`src/lnss_pkg.sv`:
```
`timescale 1ns / 1ps
// ----------------------------------------------------------------------------
// lnss_pkg
// Shared types, constants and the frame builder for the LCD nibble serializer.
// ----------------------------------------------------------------------------
package lnss_pkg;

  localparam int unsigned FrameBits  = 8;
  localparam int unsigned FrameCount = 5;
  localparam int unsigned StreamBits = FrameBits * FrameCount;
  localparam int unsigned CountWidth = $clog2(StreamBits + 1);

  // Shift register output bit positions and masks
  localparam logic [7:0] EnableBit  = 8'b0000_1000;
  localparam logic [7:0] SelectBit  = 8'b0000_0100;
  localparam logic [7:0] HighNibble = 8'hf0;
  localparam logic [7:0] EnableClr  = 8'b1111_0111;

  // Contents of one cell of the chain
  typedef struct packed {
    logic serial_bit;
    logic latch_after;
    logic last;
  } beat_t;

  // Build the five frames of one write; the first bit on the wire is the MSB.
  function automatic logic [StreamBits-1:0] build_stream(input logic       action,
                                                          input logic [7:0] value);
    logic [7:0] sel;
    logic [7:0] f0;
    logic [7:0] f1;
    logic [7:0] f2;
    logic [7:0] f3;
    logic [7:0] f4;
    sel = action ? SelectBit : 8'h00;
    f0  = EnableBit | sel;
    f1  = f0 | (value & HighNibble);
    f2  = f1 & EnableClr;
    f3  = EnableBit | sel | {value[3:0], 4'b0000};
    f4  = f3 & EnableClr;
    return {f0, f1, f2, f3, f4};
  endfunction

endpackage

```
`src/lcd_nibble_shift_serializer_unit.sv`:
```
`timescale 1ns / 1ps
// ----------------------------------------------------------------------------
// lcd_nibble_shift_serializer_unit
// Serial bit stream for a 595-driven character LCD in 4-bit mode.
// ----------------------------------------------------------------------------
// Each input item is one LCD write (tuser = 1 for data, 0 for a command;
// tdata = the byte). The block turns it into five 8-bit frames for the shift
// register, all carrying the select level (enable alone, enable with high
// nibble, high nibble with enable cleared, enable with low nibble, low nibble
// with enable cleared) and sends them MSB first, one output item per bit:
// tdata[0] is the data pin level, tuser marks the eighth bit of a frame (pulse
// the latch after it) and tlast marks the final bit of the write. A write is
// 40 bits: the stream leaves through one head cell at one bit per cycle while
// tready is high. The next write is loaded in the same cycle the final bit is
// taken, so writes follow with no gap. Output items hold while tready is low.
// ----------------------------------------------------------------------------
module lcd_nibble_shift_serializer_unit (
  input  logic       clk_i,
  input  logic       rst_ni,
  input  logic       s_axis_tvalid,
  output logic       s_axis_tready,
  input  logic [7:0] s_axis_tdata,   // [7:0] value
  input  logic       s_axis_tuser,   // [0] action
  output logic       m_axis_tvalid,
  input  logic       m_axis_tready,
  output logic [7:0] m_axis_tdata,   // [0] serial_bit, [7:1] zero
  output logic       m_axis_tuser,   // [0] latch_after
  output logic       m_axis_tlast    // last
);

  localparam int unsigned Bits = lnss_pkg::StreamBits;
  localparam int unsigned CntW = lnss_pkg::CountWidth;

  // Bits of the current write still in the chain, head included
  logic [CntW-1:0] cnt_q;
  logic [CntW-1:0] cnt_d;

  logic            load;
  logic            advance;
  logic [Bits-1:0] stream;

  lnss_pkg::beat_t beats    [Bits];
  lnss_pkg::beat_t load_beats[Bits];

  assign advance       = m_axis_tvalid & m_axis_tready;
  // Take a new write when empty or when the final bit leaves this cycle
  assign s_axis_tready = (cnt_q == '0) || ((cnt_q == CntW'(1)) && m_axis_tready);
  assign load          = s_axis_tvalid & s_axis_tready;
  assign stream        = lnss_pkg::build_stream(s_axis_tuser, s_axis_tdata);

  always_comb begin
    cnt_d = cnt_q;
    if (load) begin
      cnt_d = CntW'(Bits);
    end else if (advance) begin
      cnt_d = cnt_q - CntW'(1);
    end
  end

  always_ff @(posedge clk_i or negedge rst_ni) begin
    if (!rst_ni) begin
      cnt_q <= '0;
    end else begin
      cnt_q <= cnt_d;
    end
  end

  // Chain of cells: cell 0 is the head, each cell but the tail takes its upper neighbor, the tail takes zeros
  for (genvar i = 0; i < Bits; i++) begin : g_cell
    lnss_pkg::beat_t next_beat;

    assign load_beats[i].serial_bit  = stream[Bits-1-i];
    assign load_beats[i].latch_after = ((i % lnss_pkg::FrameBits) ==
                                        (lnss_pkg::FrameBits - 1));
    assign load_beats[i].last        = (i == (Bits - 1));

    if (i == Bits - 1) begin : g_tail
      assign next_beat = '0;
    end else begin : g_body
      assign next_beat = beats[i+1];
    end

    lnss_cell u_cell (
      .clk_i       (clk_i),
      .load_i      (load),
      .shift_i     (advance),
      .load_beat_i (load_beats[i]),
      .shift_beat_i(next_beat),
      .beat_o      (beats[i])
    );
  end

  assign m_axis_tvalid = (cnt_q != '0);
  assign m_axis_tdata  = {7'b0, beats[0].serial_bit};
  assign m_axis_tuser  = beats[0].latch_after;
  assign m_axis_tlast  = beats[0].last;

  // Never more bits outstanding than one write holds
  a_cnt_range: assert property (@(posedge clk_i) disable iff (!rst_ni)
    cnt_q <= CntW'(Bits))
    else $error("bit count beyond one write");

  // A load fills the whole chain
  a_load_fill: assert property (@(posedge clk_i) disable iff (!rst_ni)
    load |=> (cnt_q == CntW'(Bits)))
    else $error("chain not full after load");

  // Final-bit flag reaches the head exactly when one bit remains
  a_last_pos: assert property (@(posedge clk_i) disable iff (!rst_ni)
    m_axis_tvalid |-> (m_axis_tlast == (cnt_q == CntW'(1))))
    else $error("tlast out of place");

  // The head of a full chain is the first frame bit: neither latch nor final flag set
  a_first_bit: assert property (@(posedge clk_i) disable iff (!rst_ni)
    (cnt_q == CntW'(Bits)) |-> (!m_axis_tuser && !m_axis_tlast))
    else $error("flags set on first bit of a write");

endmodule

```
`src/lnss_cell.sv`:
```
`timescale 1ns / 1ps
// ----------------------------------------------------------------------------
// lnss_cell
// One stage of the serializer chain: load a beat or take the neighbor's beat.
// ----------------------------------------------------------------------------
module lnss_cell (
  input  logic            clk_i,
  input  logic            load_i,
  input  logic            shift_i,
  input  lnss_pkg::beat_t load_beat_i,
  input  lnss_pkg::beat_t shift_beat_i,
  output lnss_pkg::beat_t beat_o
);

  lnss_pkg::beat_t beat_q;
  lnss_pkg::beat_t beat_d;

  always_comb begin
    beat_d = beat_q;
    if (load_i) begin
      beat_d = load_beat_i;
    end else if (shift_i) begin
      beat_d = shift_beat_i;
    end
  end

  // Payload only: no reset needed
  always_ff @(posedge clk_i) begin
    beat_q <= beat_d;
  end

  assign beat_o = beat_q;

endmodule
```
`config.mk`:
```
export PLATFORM = sky130hd
export DESIGN_NAME = lcd_nibble_shift_serializer_unit
export DESIGN_NICKNAME = d
export VERILOG_FILES = /design/src/lnss_pkg.sv /design/src/lcd_nibble_shift_serializer_unit.sv /design/src/lnss_cell.sv
export SDC_FILE = /design/constraint.sdc
export NUM_CORES = 1
export LEC_CHECK = 0
export BUFFER_PORTS_ARGS = -buffer_cell sky130_fd_sc_hd__buf_4
export CORE_ASPECT_RATIO = 2
export CORE_MARGIN = 4
export CORE_UTILIZATION = 60
export CTS_CLUSTER_DIAMETER = 200
export DETAILED_ROUTE_END_ITERATION = 12
export GPL_ROUTABILITY_DRIVEN = 0
export PLACE_DENSITY = 0.76
export SLEW_MARGIN = 20
export SYNTH_ARGS = -nofsm -noshare
export SYNTH_HDL_FRONTEND = slang
export SYNTH_HIERARCHICAL = 1
export SYNTH_SLANG_ARGS = --single-unit
```
`constraint.sdc`:
```
create_clock -name clk_i -period 5.7 [get_ports clk_i]
set_input_delay 1.14 -clock clk_i [delete_from_list [all_inputs] [get_ports clk_i]]
set_output_delay 1.14 -clock clk_i [all_outputs]
set_load 0.03 [all_outputs]
```
==> impl_metrics.toml <==
[status]
status = "completed"

[yosys]
ys_async_sr_fraction_pct = 4.76
synth_top_family_by_area = "multiplexers"
syn_inst = 329
seq_area_frac_synth_pct = 66.4
yosys.area_share.simple_pct = 6.56
yosys_warnings = 6
synth_compound_gate_area_share_pct = 0.864
synth_enable_flop_cells = 120
yosys.cell_types.count = 25
synth_mux_area_share_pct = 24.1
synth_ff_type = "edfxtp_1"
syn_area_mm2 = 0.00565
syn_area_per_cell_um2 = 17.2
synth_xor_area_share_pct = 0.155
ys_ff_latch = 126
synth_fa_ha_area_share_pct = 0.664

[clock_tree]
hold_buffers = 0
cts_sinks = 126
tritoncts = "built"
clk_root_buffer_cell = "clkbuf_16"
clk_latency_ns = 0.40
clk_pin_slew_ns = 0.05
post_cts_buffers = 0
cts_buffer_depth = 2
ctsResizeCount = 0
h-tree-depth = 4
cts-buffers-inserted = 17

[critical_path]
crit_path_start_kind = "primary input"
worstReg2RegStart = "cnt_q[2]"
path_cells = "buf_4 > a21oi_1 > nor2_1 > buf_4"
crit_type = "primary input to output pin"
path_common_cell = "buf_4"
cp-startpoint = "m_axis_tready"
end_kind = "output pin"
path_max_fanout = 4
slowest_delay_ns = 0.29
worstPathRequired_ns = 4.56
slowest_stage = "a21oi_1"
worstPathArrival_ns = 1.80

[routing]
ant_nets = 0
drtIter0Drc = 104
dr_total_vias = 2878
wire_per_inst_um = 15.0
drc = 0
route.final.wire_length_um = 8730
vias_per_cell = 4.95
dr.pass1.iters = 4

[floorplanning]
initial_utilization_pct = 62.3
row_count = 49
fp.coreArea_mm2 = 0.00907
ios = 25
die_w_um = 76.6
die-area_mm2 = 0.0111
die_h_um = 145

[global_routing]
grt-ovfl-total = 0
grt_pass1_vias = 3143
grt_usage_pct = 17.3
grt_pass1_wl_um = 14700
grt_max_degree = 166
antenna_found_initial = 0

[layout]
layout-drive-gt1-share_pct = 43.2
area_growth_pct = 21.2
antenna_cells = 0
final_nets = 483

[sta]
max-slew-margin-rel_pct = 49.8
finalCritPeriodShare_pct = 51.6
drv_slew = 0
finalHoldViolCount = 0
max_slew.worst_pin.slew_ns = 0.753
skew_ns = 0.00477
finalSetupViolations = 0
rsz0062_at_grt = "no"
whs_ns = 0.533
finalCriticalPeriod_ns = 2.94
fin_tns_setup_ns = 0
timing.fmax_mhz = 340

[placed_design]
hpwlAfterDp_um = 5570
io_buffers = 17

[power_and_ir_drop]
peakVddDrop_v = 0.000291
leakage_nw = 2.64
power_density_mw_per_mm2 = 454

[run]
drv_cap = 0

[worst_hold_path]
hp-class = "primary input to async pin"
==> cell families (layout without fill, tap and decap cells) <==
kind of cell,count (synthesis),after routing
and+or+nand+nor,60,60
buffers and inverters,9,52
xor gates and xnor gates,1,1
muxes,121,121
DFF,126,126
other,2,109
AOI/OAI and AO/OA,7,7
adders and majority gates,3,3
==> final timing paths <==
kind | end | slack (ns) | cells after the start
worst min-delay path | cnt_q[0] | 0.53 | 1
max in group asynchronous | cnt_q[3] | 5.05 | 1
worst min register to register | g_cell[11].u_cell/beat_o[0] | 0.54 | 1
min in group clk_i | g_cell[11].u_cell/beat_o[0] | 0.54 | 1
worst max-delay path | s_axis_tready | 2.76 | 4
worst max register to register | g_cell[33].u_cell/beat_o[2] | 3.12 | 4
==> final cells by class <==
class / count / area [um2]
sequential: 126 / 3750
multi-input combinational: 301 / 2240
fill: 611 / 2230
clock buffer: 21 / 440
timing repair buffer: 19 / 155
tap: 102 / 128
clock inverter: 10 / 121
inverter: 2 / 7.51
==> metrics by stage <==
| step | power [W] | std cells | worst slack (ns) | instance area (um2) | utilization [%] |
|---|---|---|---|---|---|
| 6_report | 0.00310 | 581 | 2.76 | 6850 | 75.5 |
| 5_1_grt | 0.00326 | 581 | 2.72 | 6850 | 75.5 |
| 4_1_cts | 0.00314 | 581 | 2.76 | 6850 | 75.5 |
| 3_5_place_dp | 0.00210 | 550 | 2.76 | 6280 | 69.3 |
| 3_3_place_gp | 0.00206 | 550 | 2.77 | 6280 | 69.3 |
| 2_1_floorplan | 0.00195 | 436 | 0.104 | 6050 | - |
==> synth_stat cells (2+ instances only) <==
cell / count / area, um2
dfrtp_1: 6 / 150
buf_4: 7 / 52.6
nor3_1: 2 / 10.0
or2_2: 40 / 250
ha_1: 3 / 37.5
nand2_1: 2 / 7.51
inv_1: 2 / 7.51
mux2_2: 121 / 1360
edfxtp_1: 120 / 3600
nor2_1: 8 / 30.0
conb_1: 2 / 7.51
a211oi_1: 3 / 22.5
==> critical path: cells and delay by family <==
| kind | cells | cell delay, ns |
|---|---|---|
| simple gates | 1 | 0.08 |
| compound gates | 1 | 0.29 |
| buf+inv | 2 | 0.30 |
==> registers in the layout (all words and copies together) (netlist names) <==
signal	cells
cnt_q	6
g_cell.u_cell/beat_o	120
==> layer usage <==
layer / global-route usage (%) / wire length [um] / vias to the layer above
met2: 31.9 / 5090 / 39
met1: 17.9 / 3270 / 1397
met4: 8.80 / 152 / 0
met5: 0 / 0 / -
met3: 4.22 / 214 / 11
li1: - / - / 1431
==> cells in the final DEF, fill, tap and decap left out, types with 2 or more instances in the layout <==
master	instances
or2_2	40
clkinv_2	4
nand2_1	2
edfxtp_1	120
conb_1	109
nor2_1	8
ha_1	3
buf_4	18
clkbuf_16	17
clkinv_1	3
a211oi_1	3
mux2_2	121
dfrtp_1	6
clkbuf_1	4
inv_1	2
bufinv_16	3
nor3_1	2
==> power breakdown <==
part           switching (W)  internal, W  total [W]
clock network       0.000353     0.000676    0.00103
logic               0.000284     0.000321   0.000605
registers          0.0000943      0.00138    0.00147
total               0.000731      0.00237    0.00310
(Power assumes the default switching activity.)
